--- src/rtl/cbe_pkg.sv ---
// ----------------------------------------------------------------------------
// cbe_pkg: shared types and constants
// Payload structs, controller/datapath command and status, mask range table.
// ----------------------------------------------------------------------------
package cbe_pkg;

	localparam int STACK_DEPTH = 3;
	localparam int PC_W        = 11;

	localparam logic [4:0] CLS_MISC = 5'b01110;
	localparam logic [4:0] CLS_FLAG = 5'b01100;

	localparam logic [3:0] MISC_LOAD_Y   = 4'd0;
	localparam logic [3:0] MISC_BANK_Q   = 4'd1;
	localparam logic [3:0] MISC_JMP_R5   = 4'd2;
	localparam logic [3:0] MISC_RET      = 4'd3;
	localparam logic [3:0] MISC_STORE_X  = 4'd4;
	localparam logic [3:0] MISC_LOAD_X   = 4'd5;
	localparam logic [3:0] MISC_STORE_Y  = 4'd6;
	localparam logic [3:0] MISC_DISP     = 4'd7;
	localparam logic [3:0] MISC_HEX_OFF  = 4'd8;
	localparam logic [3:0] MISC_HEX_ON   = 4'd9;
	localparam logic [3:0] MISC_BANK_R5  = 4'd10;

	localparam logic [1:0] FLAG_SET    = 2'd0;
	localparam logic [1:0] FLAG_CLR    = 2'd1;
	localparam logic [1:0] FLAG_TEST   = 2'd2;
	localparam logic [1:0] FLAG_TOGGLE = 2'd3;

	localparam logic [2:0] SRC_ONE    = 3'd4;
	localparam logic [2:0] SRC_SHIFT  = 3'd5;
	localparam logic [2:0] SRC_R5_LO  = 3'd6;
	localparam logic [2:0] SRC_R5_ALL = 3'd7;

	localparam logic [1:0] DST_MOVE = 2'd3;

	localparam logic [12:0] COST_MASK  = 13'h0e07;
	localparam logic [5:0]  COST_DISP  = 6'd32;
	localparam logic [5:0]  COST_PLAIN = 6'd1;

	typedef struct packed {
		logic [12:0] opcode;
		logic        key_pressed;
		logic [3:0]  key_row;
		logic [2:0]  key_col;
	} in_item_t;

	typedef struct packed {
		logic [10:0] next_pc;
		logic        cond_flag;
		logic [1:0]  machine_mode;
		logic [7:0]  scratch_r5;
		logic        display_latched;
		logic [63:0] display_a;
		logic [63:0] display_b;
		logic [5:0]  cycle_cost;
	} out_item_t;

	typedef struct packed {
		logic latch_in;
		logic exec;
		logic digit_step;
		logic load_out;
	} cmd_t;

	typedef struct packed {
		logic is_mask;
		logic last_digit;
	} sts_t;

	typedef struct packed {
		logic       ok;
		logic [3:0] lo;
		logic [3:0] hi;
	} range_t;

	function automatic range_t mask_range(input logic [3:0] m);
		range_t r;
		r = '{ok: 1'b1, lo: 4'd0, hi: 4'd0};
		case (m)
			4'd0:  begin r.lo = 4'd12; r.hi = 4'd12; end
			4'd1:  begin r.lo = 4'd0;  r.hi = 4'd15; end
			4'd2:  begin r.lo = 4'd2;  r.hi = 4'd12; end
			4'd3:  begin r.lo = 4'd0;  r.hi = 4'd12; end
			4'd4:  begin r.lo = 4'd2;  r.hi = 4'd2;  end
			4'd5:  begin r.lo = 4'd0;  r.hi = 4'd1;  end
			4'd7:  begin r.lo = 4'd0;  r.hi = 4'd13; end
			4'd8:  begin r.lo = 4'd14; r.hi = 4'd14; end
			4'd9:  begin r.lo = 4'd13; r.hi = 4'd15; end
			4'd10: begin r.lo = 4'd14; r.hi = 4'd15; end
			4'd13: begin r.lo = 4'd13; r.hi = 4'd13; end
			4'd15: begin r.lo = 4'd15; r.hi = 4'd15; end
			default: r.ok = 1'b0;
		endcase
		return r;
	endfunction

endpackage

--- src/rtl/cbe_ifs.sv ---
// ----------------------------------------------------------------------------
// cbe channels
// Valid/ready channels for instruction beats and result beats.
// ----------------------------------------------------------------------------
interface cbe_in_if;
	logic               valid;
	logic               ready;
	cbe_pkg::in_item_t  data;
	modport source (output valid, output data, input ready);
	modport sink   (input valid, input data, output ready);
endinterface

interface cbe_out_if;
	logic               valid;
	logic               ready;
	cbe_pkg::out_item_t data;
	modport source (output valid, output data, input ready);
	modport sink   (input valid, input data, output ready);
endinterface

--- src/rtl/calculator_bcd_cpu_execute_core.sv ---
// ----------------------------------------------------------------------------
// calculator_bcd_cpu_execute_core: calculator CPU execute unit
// Executes one 13-bit opcode per instruction beat, one result beat each.
// ----------------------------------------------------------------------------
// Branch, call, flag and miscellaneous opcodes pass from the idle state
// through the execute state to the done state, where their result is
// loaded into the output register. Masked digit operations also walk the
// digit state once per nibble from lo to hi, because the digit unit handles
// one nibble per cycle. The next beat is accepted once the block is back in
// the idle state after the load. The result sits in an output register, so a
// new beat is taken while the previous result waits; a second finished result
// holds the block until the first has been taken.
module calculator_bcd_cpu_execute_core #(
	parameter int STORE_DEPTH = 8
) (
	input  logic       clk,
	input  logic       arst_n,
	cbe_in_if.sink     in_ch,
	cbe_out_if.source  out_ch
);

	cbe_pkg::cmd_t cmd;
	cbe_pkg::sts_t sts;

	cbe_ctrl u_ctrl (
		.clk       (clk),
		.arst_n    (arst_n),
		.in_valid  (in_ch.valid),
		.in_ready  (in_ch.ready),
		.out_valid (out_ch.valid),
		.out_ready (out_ch.ready),
		.sts       (sts),
		.cmd       (cmd)
	);

	cbe_dp #(.STORE_DEPTH(STORE_DEPTH)) u_dp (
		.clk      (clk),
		.arst_n   (arst_n),
		.cmd      (cmd),
		.sts      (sts),
		.in_data  (in_ch.data),
		.out_data (out_ch.data)
	);

endmodule

--- src/rtl/cbe_ctrl.sv ---
// ----------------------------------------------------------------------------
// cbe_ctrl: sequencer
// Accepts a beat, runs the execute step, walks the digit loop, loads the result.
// ----------------------------------------------------------------------------
module cbe_ctrl (
	input  logic          clk,
	input  logic          arst_n,
	input  logic          in_valid,
	output logic          in_ready,
	output logic          out_valid,
	input  logic          out_ready,
	input  cbe_pkg::sts_t sts,
	output cbe_pkg::cmd_t cmd
);

	typedef enum logic [3:0] {
		ST_IDLE  = 4'b0001,
		ST_EXEC  = 4'b0010,
		ST_DIGIT = 4'b0100,
		ST_DONE  = 4'b1000
	} state_t;

	state_t state_q;
	logic   out_valid_q;
	logic   out_free;

	assign in_ready  = (state_q == ST_IDLE);
	assign out_valid = out_valid_q;
	assign out_free  = !out_valid_q || out_ready;

	always_comb begin
		cmd            = '0;
		cmd.latch_in   = (state_q == ST_IDLE) && in_valid;
		cmd.exec       = (state_q == ST_EXEC);
		cmd.digit_step = (state_q == ST_DIGIT);
		cmd.load_out   = (state_q == ST_DONE) && out_free;
	end

	always_ff @(posedge clk or negedge arst_n) begin
		if (!arst_n) begin
			state_q     <= ST_IDLE;
			out_valid_q <= 1'b0;
		end else begin
			if (cmd.load_out)
				out_valid_q <= 1'b1;
			else if (out_ready)
				out_valid_q <= 1'b0;
			case (state_q)
				ST_IDLE: begin
					if (in_valid)
						state_q <= ST_EXEC;
				end
				ST_EXEC: begin
					state_q <= sts.is_mask ? ST_DIGIT : ST_DONE;
				end
				ST_DIGIT: begin
					if (sts.last_digit)
						state_q <= ST_DONE;
				end
				ST_DONE: begin
					if (out_free)
						state_q <= ST_IDLE;
				end
				default: state_q <= ST_IDLE;
			endcase
		end
	end

endmodule

--- src/rtl/cbe_dp.sv ---
// ----------------------------------------------------------------------------
// cbe_dp: execute datapath
// Register file, storage banks, return stack, digit-serial BCD/hex unit.
// ----------------------------------------------------------------------------
module cbe_dp #(
	parameter int STORE_DEPTH = 8
) (
	input  logic               clk,
	input  logic               arst_n,
	input  cbe_pkg::cmd_t      cmd,
	output cbe_pkg::sts_t      sts,
	input  cbe_pkg::in_item_t  in_data,
	output cbe_pkg::out_item_t out_data
);

	localparam int BW = (STORE_DEPTH > 1) ? $clog2(STORE_DEPTH) : 1;

	logic [63:0] wr_q [4];
	logic [63:0] bx_q [STORE_DEPTH];
	logic [63:0] by_q [STORE_DEPTH];
	logic [10:0] stk_q [cbe_pkg::STACK_DEPTH];
	logic [10:0] pc_q;
	logic        cond_q, hex_q, latched_q;
	logic [7:0]  r5_q, cap_q;
	logic [2:0]  bank_q;
	logic [63:0] disp_a_q, disp_b_q;
	cbe_pkg::in_item_t  in_q;
	cbe_pkg::out_item_t out_q;
	logic [3:0]  dig_q, hold_q;
	logic        cy_q;

	logic [12:0] op;
	logic [1:0]  j, l;
	logic [2:0]  k;
	logic        n;
	cbe_pkg::range_t rng;
	logic [10:0] pc_inc;
	logic [BW-1:0] bi;
	logic [3:0]  bmod;

	assign op     = in_q.opcode;
	assign j      = op[7:6];
	assign k      = op[5:3];
	assign l      = op[2:1];
	assign n      = op[0];
	assign rng    = cbe_pkg::mask_range(op[11:8]);
	assign pc_inc = pc_q + 11'd1;

	always_comb begin
		bmod = {1'b0, bank_q};
		for (int t = 0; t < 8; t++)
			if (bmod >= 4'(STORE_DEPTH))
				bmod = bmod - 4'(STORE_DEPTH);
		bi = bmod[BW-1:0];
	end

	assign sts.is_mask = !op[12] && (op[11:8] != cbe_pkg::CLS_MISC[3:0])
		&& (op[11:8] != cbe_pkg::CLS_FLAG[3:0]) && rng.ok
		&& !(k == cbe_pkg::SRC_SHIFT && l == cbe_pkg::DST_MOVE);
	assign sts.last_digit = (dig_q == rng.hi);

	// digit unit
	logic [3:0] a, b, r0, nv, v, cv, nxt;
	logic [4:0] s5, t5;
	logic       base16, is_shift, is_arith, ge, lt, cy_n;
	logic       w1_en, w2_en;
	logic [1:0] w1_reg, w2_reg;
	logic [3:0] w1_val, w2_val;
	logic [7:0] cap_n;

	assign nxt      = dig_q + 4'd1;
	assign a        = wr_q[j][dig_q*4 +: 4];
	assign r0       = wr_q[0][dig_q*4 +: 4];
	assign base16   = (rng.lo >= 4'd13) || hex_q;
	assign is_shift = (k == cbe_pkg::SRC_SHIFT) && (l != cbe_pkg::DST_MOVE);
	assign is_arith = (k != cbe_pkg::SRC_SHIFT) && (l != cbe_pkg::DST_MOVE);

	always_comb begin
		b = 4'd0;
		if (!k[2])
			b = wr_q[k[1:0]][dig_q*4 +: 4];
		else if (k == cbe_pkg::SRC_ONE)
			b = (dig_q == rng.lo) ? 4'd1 : 4'd0;
		else if (k == cbe_pkg::SRC_R5_LO)
			b = (dig_q == rng.lo) ? r5_q[3:0] : 4'd0;
		else if (k == cbe_pkg::SRC_R5_ALL)
			b = (dig_q == rng.lo) ? r5_q[3:0] : ((dig_q == rng.lo + 4'd1) ? r5_q[7:4] : 4'd0);
	end

	always_comb begin
		s5 = {1'b0, a} + {1'b0, b} + {4'b0, cy_q};
		t5 = {1'b0, a} - {1'b0, b} - {4'b0, cy_q};
		lt = ({1'b0, a} < ({1'b0, b} + {4'b0, cy_q}));
		ge = base16 ? s5[4] : (s5 >= 5'd10);
		if (n) begin
			v    = lt ? (base16 ? t5[3:0] : t5[3:0] + 4'd10) : t5[3:0];
			cy_n = lt;
		end else begin
			v    = ge ? (base16 ? s5[3:0] : s5[3:0] - 4'd10) : s5[3:0];
			cy_n = ge;
		end
		if (n)
			nv = (dig_q != rng.hi) ? wr_q[j][nxt*4 +: 4] : 4'd0;
		else
			nv = (dig_q == rng.lo) ? 4'd0 : hold_q;
		w1_en = 1'b0; w1_reg = j; w1_val = v;
		w2_en = 1'b0; w2_reg = k[1:0]; w2_val = r0;
		cv = v;
		if (is_shift) begin
			w1_en = 1'b1; w1_val = nv; cv = nv;
		end else if (is_arith) begin
			if (l == 2'd0) begin
				w1_en = 1'b1;
			end else if (l == 2'd1 && !k[2]) begin
				w1_en = 1'b1; w1_reg = k[1:0];
			end
		end else if (n) begin
			w1_en = 1'b1; w1_val = b; cv = b;
		end else begin
			w1_en = 1'b1; w1_reg = 2'd0; w1_val = b;
			w2_en = !k[2]; cv = r0;
		end
		if (dig_q == rng.lo)
			cap_n = {4'd0, cv};
		else if (dig_q == rng.lo + 4'd1)
			cap_n = {cv, cap_q[3:0]};
		else
			cap_n = cap_q;
	end

	// flag op bit
	logic [5:0] fsh;
	assign fsh = {2'b11, op[5:2]};

	always_ff @(posedge clk or negedge arst_n) begin
		if (!arst_n) begin
			for (int r = 0; r < 4; r++) wr_q[r] <= '0;
			for (int r = 0; r < STORE_DEPTH; r++) begin
				bx_q[r] <= '0;
				by_q[r] <= '0;
			end
			for (int r = 0; r < cbe_pkg::STACK_DEPTH; r++) stk_q[r] <= '0;
			pc_q      <= '0;
			cond_q    <= 1'b0;
			hex_q     <= 1'b0;
			latched_q <= 1'b0;
			r5_q      <= '0;
			bank_q    <= '0;
			disp_a_q  <= '0;
			disp_b_q  <= '0;
		end else if (cmd.exec) begin
			latched_q <= 1'b0;
			pc_q      <= pc_inc;
			if (op[12:11] == 2'b11) begin
				if (op[10] == cond_q)
					pc_q <= {pc_inc[10], op[9:0]};
				cond_q <= 1'b0;
			end else if (op[12:11] == 2'b10) begin
				for (int r = cbe_pkg::STACK_DEPTH - 1; r > 0; r--) stk_q[r] <= stk_q[r-1];
				stk_q[0] <= pc_inc;
				pc_q     <= op[10:0];
				cond_q   <= 1'b0;
			end else if (op[12:8] == cbe_pkg::CLS_MISC) begin
				case (op[3:0])
					cbe_pkg::MISC_LOAD_Y:  wr_q[0] <= by_q[bi];
					cbe_pkg::MISC_BANK_Q:  bank_q <= op[6:4];
					cbe_pkg::MISC_JMP_R5:  pc_q <= {3'd0, r5_q};
					cbe_pkg::MISC_RET: begin
						cond_q <= 1'b0;
						pc_q   <= stk_q[0];
						for (int r = 0; r < cbe_pkg::STACK_DEPTH - 1; r++)
							stk_q[r] <= stk_q[r+1];
					end
					cbe_pkg::MISC_STORE_X: bx_q[bi] <= wr_q[0];
					cbe_pkg::MISC_LOAD_X:  wr_q[0] <= bx_q[bi];
					cbe_pkg::MISC_STORE_Y: by_q[bi] <= wr_q[0];
					cbe_pkg::MISC_DISP: begin
						if (in_q.key_pressed) begin
							r5_q   <= {1'b0, in_q.key_col, in_q.key_row - 4'd1};
							cond_q <= 1'b1;
						end
						disp_a_q  <= wr_q[0];
						disp_b_q  <= wr_q[1];
						latched_q <= 1'b1;
					end
					cbe_pkg::MISC_HEX_OFF: hex_q <= 1'b0;
					cbe_pkg::MISC_HEX_ON:  hex_q <= 1'b1;
					cbe_pkg::MISC_BANK_R5: bank_q <= r5_q[2:0];
					default: ;
				endcase
			end else if (op[12:8] == cbe_pkg::CLS_FLAG) begin
				case (op[1:0])
					cbe_pkg::FLAG_SET:  wr_q[j][fsh] <= 1'b1;
					cbe_pkg::FLAG_CLR:  wr_q[j][fsh] <= 1'b0;
					cbe_pkg::FLAG_TEST: if (wr_q[j][fsh]) cond_q <= 1'b1;
					default:            wr_q[j][fsh] <= ~wr_q[j][fsh];
				endcase
			end
		end else if (cmd.digit_step) begin
			if (w1_en) wr_q[w1_reg][dig_q*4 +: 4] <= w1_val;
			if (w2_en) wr_q[w2_reg][dig_q*4 +: 4] <= w2_val;
			if (sts.last_digit) begin
				r5_q <= cap_n;
				if (is_arith && cy_n)
					cond_q <= 1'b1;
			end
		end
	end

	always_ff @(posedge clk) begin
		if (cmd.latch_in)
			in_q <= in_data;
		if (cmd.exec) begin
			dig_q  <= rng.lo;
			cy_q   <= 1'b0;
			hold_q <= '0;
			cap_q  <= '0;
		end else if (cmd.digit_step) begin
			dig_q  <= nxt;
			cy_q   <= cy_n;
			hold_q <= a;
			cap_q  <= cap_n;
		end
		if (cmd.load_out) begin
			out_q.next_pc         <= pc_q;
			out_q.cond_flag       <= cond_q;
			out_q.machine_mode    <= wr_q[2][60] ? 2'd0 : ((wr_q[2][63:60] == 4'd8) ? 2'd1 : 2'd2);
			out_q.scratch_r5      <= r5_q;
			out_q.display_latched <= latched_q;
			out_q.display_a       <= disp_a_q;
			out_q.display_b       <= disp_b_q;
			out_q.cycle_cost      <= ((op & cbe_pkg::COST_MASK) == cbe_pkg::COST_MASK)
				? cbe_pkg::COST_DISP : cbe_pkg::COST_PLAIN;
		end
	end

	assign out_data = out_q;

endmodule

--- src/flat_wrapper.sv ---
// flat-port wrapper written by rule: the top's interface ports become plain ports
module calculator_bcd_cpu_execute_core_flat 
#(
	parameter int STORE_DEPTH = 8
)
  (clk, arst_n, in_ch_valid, in_ch_data, in_ch_ready, out_ch_valid, out_ch_data, out_ch_ready);
  cbe_in_if in_ch_i ();
  cbe_out_if out_ch_i ();
  input  logic clk;
  input  logic arst_n;
  input wire logic [$bits(in_ch_i.valid)-1:0] in_ch_valid;
  input wire logic [$bits(in_ch_i.data)-1:0] in_ch_data;
  output wire logic [$bits(in_ch_i.ready)-1:0] in_ch_ready;
  output wire logic [$bits(out_ch_i.valid)-1:0] out_ch_valid;
  output wire logic [$bits(out_ch_i.data)-1:0] out_ch_data;
  input wire logic [$bits(out_ch_i.ready)-1:0] out_ch_ready;
  assign in_ch_i.valid = in_ch_valid;
  assign in_ch_i.data = in_ch_data;
  assign in_ch_ready = in_ch_i.ready;
  assign out_ch_valid = out_ch_i.valid;
  assign out_ch_data = out_ch_i.data;
  assign out_ch_i.ready = out_ch_ready;
  calculator_bcd_cpu_execute_core #(.STORE_DEPTH(STORE_DEPTH)) u_core (.clk(clk), .arst_n(arst_n), .in_ch(in_ch_i), .out_ch(out_ch_i));
endmodule
--- config.mk ---
export PLATFORM = sky130hd
export DESIGN_NAME = calculator_bcd_cpu_execute_core_flat
export DESIGN_NICKNAME = d
export VERILOG_FILES = /design/src/rtl/cbe_pkg.sv /design/src/rtl/cbe_ifs.sv /design/src/rtl/calculator_bcd_cpu_execute_core.sv /design/src/rtl/cbe_ctrl.sv /design/src/rtl/cbe_dp.sv /design/src/flat_wrapper.sv
export SDC_FILE = /design/constraint.sdc
export NUM_CORES = 2
export LEC_CHECK = 0
export ABC_AREA = 1
export BUFFER_PORTS_ARGS = -buffer_cell sky130_fd_sc_hd__buf_4
export CAP_MARGIN = 5
export CORE_UTILIZATION = 54
export DETAILED_ROUTE_END_ITERATION = 6
export PLACE_DENSITY = 0.7
export SETUP_SLACK_MARGIN = 0.4
export SLEW_MARGIN = 30
export SYNTH_ARGS = -nofsm -noshare
export SYNTH_HDL_FRONTEND = slang
export SYNTH_SLANG_ARGS = --single-unit
--- constraint.sdc ---
create_clock -name clk -period 10.2 [get_ports clk]
set_clock_uncertainty 0.1 [all_clocks]
set_input_delay 2.04 -clock clk [delete_from_list [all_inputs] [get_ports clk]]
set_output_delay 2.04 -clock clk [all_outputs]
set_load 0.05 [all_outputs]
### Word-level counts from Yosys, hierarchy flattened

Index checks and enable logic that the tools add are counted.

| operators by class | value |
|---|---|
| add/sub/neg operators | 12 |
| $lt $le $gt $ge | 13 |
| equal/unequal tests | 67 |
| shift-type cells | 7 |
| muxes and demuxes | 126 |
| bitwise gates (word level) | 10 |
| reduce and logical (&&, ||, !) cells | 47 |

Operator list:

| operator | number |
|---|---|
| 2-to-1 mux 256 bit | 9 |
| bitwise mux 512 bit | 2 |
| 2-to-1 mux 64 bit | 13 |
| bitwise mux 256 bit | 3 |
| one-hot mux 256 bit (3 select lines) | 1 |
| binary-select mux 64 bit (select 3 bit) | 2 |
| demux 64 bit (select 2 bit) | 3 |
| bitwise AND 256 bit | 1 |
| binary-select mux 64 bit (select 2 bit) | 2 |
| inverter 256 bit | 1 |
| OR 256 bit | 1 |
| variable part select 64 x 7 -> 4 bit | 4 |
| demux 64 bit (select 3 bit) | 1 |
| 2-to-1 mux 192 bit | 1 |
| one-hot mux 64 bit (2 select lines) | 1 |
| variable part select 4 x 34 -> 64 bit | 2 |
| 2-to-1 mux 4 bit | 26 |
| one-hot mux 8 bit (12 select lines) | 1 |
| 2-to-1 mux 8 bit | 10 |
| 2-to-1 mux 22 bit | 3 |
| variable shift 4 x 34 -> 64 bit, first input constant | 1 |
| == test 4 bit, second input constant | 10 |
| negator 6 -> 34 bit | 1 |
| 2-to-1 mux 11 bit | 3 |
| other kinds (60) | 180 |

| storage, ports and cells | value |
|---|---|
| flip-flop bits (word level) | 1666 |
| input bits | 25 |
| word-level logic and storage cells | 331 |

### Depth between registers and ports, before layout

| logic depth | value |
|---|---|
| word-level depth | 27 |
| mapped depth | 39 |
| depth with buffers taken out | 38 |

### By module

From an unflattened synthesis, not the netlist that was laid out.

| unflattened totals | value |
|---|---|
| cells, all modules | 10000 |
| area total of the unflattened synthesis | 82590.5 µm² |

Modules (own cells, without submodules):

| module | times used | cells each | area an instance (µm²) |
|---|---|---|---|
| cbe_dp | 1 | 9956 | 82288.9 |
| cbe_ctrl | 1 | 44 | 301.5 |

### Least setup slack after synthesis

No wires, ideal clock.

| timing | value |
|---|---|
| kind | input -> register |
| start point | in out_ch_ready |
| end point | reg u_core.u_dp.out_q, in the netlist u_core.u_dp.out_data[0], enable pin |
| setup time | 0.667 ns |
| arrival | 8.413 ns |
| slack | 1.020 ns |
| stages on the path | 2 |
| cells stage by stage | nor2_1 nor2_1 |

RTL lines:

| what | RTL line | source |
|---|---|---|
| start, declared | flat_wrapper.sv:16 | `input wire logic [$bits(out_ch_i.ready)-1:0] out_ch_ready;` |
| end, declared | cbe_dp.sv:28 | `cbe_pkg::out_item_t out_q;` |

### Final worst setup path

| timing | value |
|---|---|
| start point | reg u_core.u_dp.in_q, in the netlist u_core.u_dp.op[7] |
| end point | reg u_core.u_dp.wr_q[51] (netlist name) |

| between the ends | value |
|---|---|
| longest elaborated chain between the ends | 22 |
| elaborated cells on any way between the ends | 61 |

RTL lines:

| what | RTL line | source |
|---|---|---|
| start, declared | cbe_dp.sv:27 | `cbe_pkg::in_item_t in_q;` |
| start signal, assigned | cbe_dp.sv:212 | `in_q <= in_data;` |
| inverter 2 -> 3 bit (not written as such) (*) | cbe_dp.sv:72 | `assign a = wr_q[j][dig_q*4 +: 4];` |
| binary-select mux 64 bit (select 2 bit) (*) | cbe_dp.sv:72 |  |
| 2-to-1 mux 64 bit (not written as such) (*) (2 in a row) | cbe_dp.sv:72 |  |
| variable part select 64 x 7 -> 4 bit (*) | cbe_dp.sv:72 |  |
| net u_core.u_dp.a[0] | cbe_dp.sv:63 | `logic [3:0] a, b, r0, nv, v, cv, nxt;` |
| adder 4 x 4 -> 5 bit / subtractor 4 bit (equally long branches) | cbe_dp.sv:91, cbe_dp.sv:92 |  |
| adder 5 x 1 -> 5 bit / subtractor 4 x 1 -> 4 bit (equally long branches) | cbe_dp.sv:91, cbe_dp.sv:92 |  |
| subtractor 4 bit, or another cell as far along | cbe_dp.sv:99 | `v = ge ? (base16 ? s5[3:0] : s5[3:0] - 4'd10) : s5[3:0];` |
| [... 6 more ...] | - |  |
| bitwise mux 256 bit (*) | cbe_dp.sv:200 | `if (w1_en) wr_q[w1_reg][dig_q*4 +: 4] <= w1_val;` |
| 2-to-1 mux 256 bit (*) | cbe_dp.sv:200 |  |
| 2-to-1 mux 256 bit (*) | cbe_dp.sv:199 | `end else if (cmd.digit_step) begin` |
| 2-to-1 mux 256 bit (*) | cbe_dp.sv:151 | `end else if (cmd.exec) begin` |
| bitwise mux 256 bit | cbe_dp.sv:201 | `if (w2_en) wr_q[w2_reg][dig_q*4 +: 4] <= w2_val;` |
| 2-to-1 mux 256 bit (*) | cbe_dp.sv:201 |  |
| 2-to-1 mux 256 bit (*) | cbe_dp.sv:199 |  |
| 2-to-1 mux 256 bit (*) | cbe_dp.sv:151 |  |
| end signal, assigned by index | cbe_dp.sv:196 | `default: wr_q[j][fsh] <= ~wr_q[j][fsh];` |
| end signal, assigned by index | cbe_dp.sv:200 |  |
| end signal, assigned by index | cbe_dp.sv:201 |  |
| end, declared | cbe_dp.sv:18 | `logic [63:0] wr_q [4];` |

The timed path passes the listed nets; every way through them passes the cells marked *. The select of a mux whose other input is x is not followed.
A chain may end at the register's enable or synchronous reset.

==> impl_metrics.toml <==
[sta]
period_share_pct = 76.4
maxSlewHeadroom_pct = 26.4
max_clock_freq_mhz = 128
setup_violations = 0
setup_slack_ns = 2.41
rsz0062_at_grt = "no"
setup_tns_ns = 0
drv_slew = 0
max_slew.worst_pin.slew_ns = 1.10
fin_crit_ns = 7.79
hold_viol_final = 0

[setup_path]
crit_buf_inv = 5
crit_cells = 35
r2r_end = "u_core.u_dp.wr_q[51]$_DFFE_PN0P_"
arrival_ns = 8.45
path_max_fanout = 34
cp-endpoint = "u_core.u_dp.wr_q[51]$_DFFE_PN0P_"
r2r_cells = 35
crit_required_ns = 10.85
path_common_cell = "nand2_1"
cp_slowest_stage_delay_ns = 0.80
criticalPathCategory = "flip-flop to flip-flop"
r2r_setup_slack_ns = 2.41
startpoint = "u_core.u_dp.op[7]$_DFFE_PP_"
worstSetupStartpointType = "flip-flop"
rr_startpoint = "u_core.u_dp.op[7]$_DFFE_PP_"
end_kind = "flip-flop"
slowest_stage = "edfxtp_1"
crit_family = "simple AND/OR/NAND/NOR gates"

[routing]
drc_errors = 0
postRouteAntennaNets = 0
vias_per_cell = 6.53
drt-initial-drc-count = 11600
wl_per_cell_um = 28.4
wirelength_um = 340000
drt_first_pass_iters = 7
num_vias = 78200

[floorplan]
num_rows = 142
die_w_um = 391
design.core.area_um2 = 150000
initial_core_util_pct = 54.5
io_pins = 184
die_h_um = 391
die_area_um2 = 153000

[clocking]
ctsHoldBuffers = 0
cts_buffers = 175
clk_pin_slew_ns = 0.07
ctsResizeCount = 0
clk_latency_ns = 0.86
cts_sinks = 1662
cts_tree = "built"
htree_levels = 4
ctsRootBufferMaster = "clkbuf_16"
clk_path_buf_depth = 3
post_cts_buffers = 0

[global_routing]
met3_usage_pct = 13.2
grtUsageTotal_pct = 44.0
grt_start_max_net_pins = 174
grt_pass1_wl_um = 495000
use_met1_pct = 58.1
grt_overflow_total = 0
grt-busiest-layer = "met2"
use_met2_pct = 63.2
grt_pass1_vias = 72000
antenna_found_initial = 27

[place]
numPortBuffers = 179
dp_hpwl_um = 216000
gp_congestion = 1.14
dp_slack_ns = 3.08

[logic_synthesis]
yosysWarnings = 0
synthCells = 10000
ys_dominant_reg_cell = "dfrtp_1"
synth_area_um2 = 81900
ys_ff_latch = 1662
syn_area_per_cell_um2 = 8.18
seq_area_frac_synth_pct = 51.8
synth_edf_count = 178
synthArstFlopShare_pct = 88.5
ys_types = 68

[flow_run]
cap_violations = 0

[outcome]
outcome = "finished clean"

[power_and_ir_drop]
p_total_uw = 22100
irDropWorstVdd_mv = 0.177
power.density_nw_per_um2 = 244
leakage_uw = 0.0403

[hold_path]
worstHoldPathType = "flip-flop to flip-flop"

[finish]
syn_to_final_growth_pct = 10.8
drive_above_1_share_pct = 7.66
num-nets-final = 9862
[how the worst min path moves through the flow]
stage,startpoint,to,cells past startpoint
2_1_floorplan,u_core.u_dp.disp_b_q[40]$_DFFE_PN0P_,u_core.u_dp.out_data[46]$_DFFE_PP_,0
3_3_place_gp,u_core.u_dp.disp_b_q[61]$_DFFE_PN0P_,u_core.u_dp.out_data[67]$_DFFE_PP_,0
3_5_place_dp,u_core.u_dp.disp_b_q[49]$_DFFE_PN0P_,u_core.u_dp.out_data[55]$_DFFE_PP_,0
4_1_cts,u_core.u_dp.disp_a_q[60]$_DFFE_PN0P_,u_core.u_dp.out_data[130]$_DFFE_PP_,0
5_1_grt,u_core.u_dp.disp_b_q[32]$_DFFE_PN0P_,u_core.u_dp.out_data[38]$_DFFE_PP_,0
6_report,u_core.u_dp.disp_a_q[14]$_DFFE_PN0P_,u_core.u_dp.out_data[84]$_DFFE_PP_,0
[metal layers]
layer  vias up  part of all wire [%]
met3      1290                    13
met1     37800                    38
met5         -                 0.033
met4        16                   7.3
li1      33700                     -
met2      5338                    42
[power by group]
| part | internal, uW | switching (uW) | leakage, uW |
|---|---|---|---|
| clock | 3810 | 2850 | 0.00289 |
| sequential | 7140 | 518 | 0.0220 |
| combinational | 1640 | 6140 | 0.0154 |
[sequential cells by signal, indices dropped and copies added (netlist names), 3 cells and up]
register	cells
u_core.u_ctrl.state_q	4
u_core.u_dp.bank_q	3
u_core.u_dp.bx_q	512
u_core.u_dp.by_q	512
u_core.u_dp.cap_q	8
u_core.u_dp.dig_q	4
u_core.u_dp.disp_a_q	64
u_core.u_dp.disp_b_q	64
u_core.u_dp.hold_q	4
u_core.u_dp.in_q	8
u_core.u_dp.op	13
u_core.u_dp.out_data	153
u_core.u_dp.pc_q	11
u_core.u_dp.r5_q	8
u_core.u_dp.stk_q	33
u_core.u_dp.wr_q	256
[placed cells by master, fill, tap and decap left out, drive strengths merged, types with 24 or more instances in the layout]
master / instances
nand2: 2701
o21ai: 1806
dfrtp: 1470
a21oi: 702
inv: 614
nor2: 573
buf: 333
clkbuf: 266
nand3: 192
edfxtp: 178
a22o: 149
a221oi: 149
a22oi: 133
o22ai: 108
nand4: 97
o211ai: 96
clkinv: 47
o221ai: 40
a211oi: 26
ha: 25
nor3: 24
[cell families after synthesis]
logic type	count (synthesis)	synth area share, %
other	1	0.00458
buffers and inverters	1335	6.35
adders and majority gates	29	0.480
AOI/OAI and AO/OA	3329	23.3
xor gates and xnor gates	23	0.246
and+or+nand+nor	3621	17.7
DFF	1662	51.8
muxes	6	0.0780
[layout make-up]
cell class,instances,area [um^2]
diodes,14,35.0
repair buffers,334,2750
fillers,13300,59500
clock buffers,265,5090
well taps,2016,2520
inverters,623,2350
multi-input cells,7012,34600
flip-flops and latches,1662,42400
clock inverters,56,925
[through the flow]
| stage | utilization, % | hold WS [ns] | cells | cell area (um^2) |
|---|---|---|---|---|
| global placement | 56.2 | 0.328 | 11600 | 84400 |
| finish | 60.4 | 0.341 | 12000 | 90700 |
| CTS | 60.3 | 0.343 | 12000 | 90500 |
| global route | 60.4 | 0.353 | 12000 | 90600 |
| floorplan | - | 0.319 | 10000 | 81900 |
| detailed placement | 56.3 | 0.330 | 11600 | 84500 |
[worst reg2reg max path: cells and delay by family (launching register included)]
family | cells | cell delay, ns
AO/OA/AOI/OAI | 4 | 0.75
XOR/XNOR | 1 | 0.21
adder cells (fa/ha/maj) | 3 | 1.05
buffers and inverters | 5 | 1.33
flip-flops | 1 | 0.80
AND/OR/NAND/NOR | 22 | 3.47
[synth_stat cells, drive strengths merged (3+ instances only)]
cell type  instances  share of area [%]
a2111oi            3              0.032
a211o             10               0.11
a211oi            26               0.24
a21boi            17               0.16
a21oi            702                4.3
a221oi           149                1.6
a22o             149                1.6
a22oi            133                1.2
a311oi             6              0.064
a31o               3              0.032
a31oi             22               0.17
a32o               7              0.086
a32oi             11               0.12
buf              138               0.87
clkbuf           574                2.6
clkinv            11              0.050
dfrtp           1470                 45
dfxtp             13               0.32
edfxtp           178                6.5
fa                 4              0.098
ha                25               0.38
inv              612                2.8
mux2               3              0.041
mux2i              3              0.037
nand2           2701                 13
nand3            192                1.2
nand3b             3              0.028
nand4             97               0.74
nor2             573                2.8
nor3              24               0.17
nor3b              9              0.083
nor4              12              0.099
o2111ai           12               0.13
o211ai            96               0.88
o21a               5              0.046
o21ai           1806                 11
o21bai             5              0.046
o221ai            40               0.43
o22ai            108               0.83
o311ai             8              0.086
o31ai              5              0.046
or2                8              0.061
xnor2              6              0.064
xor2              17               0.18
(Power assumes the default switching activity.)
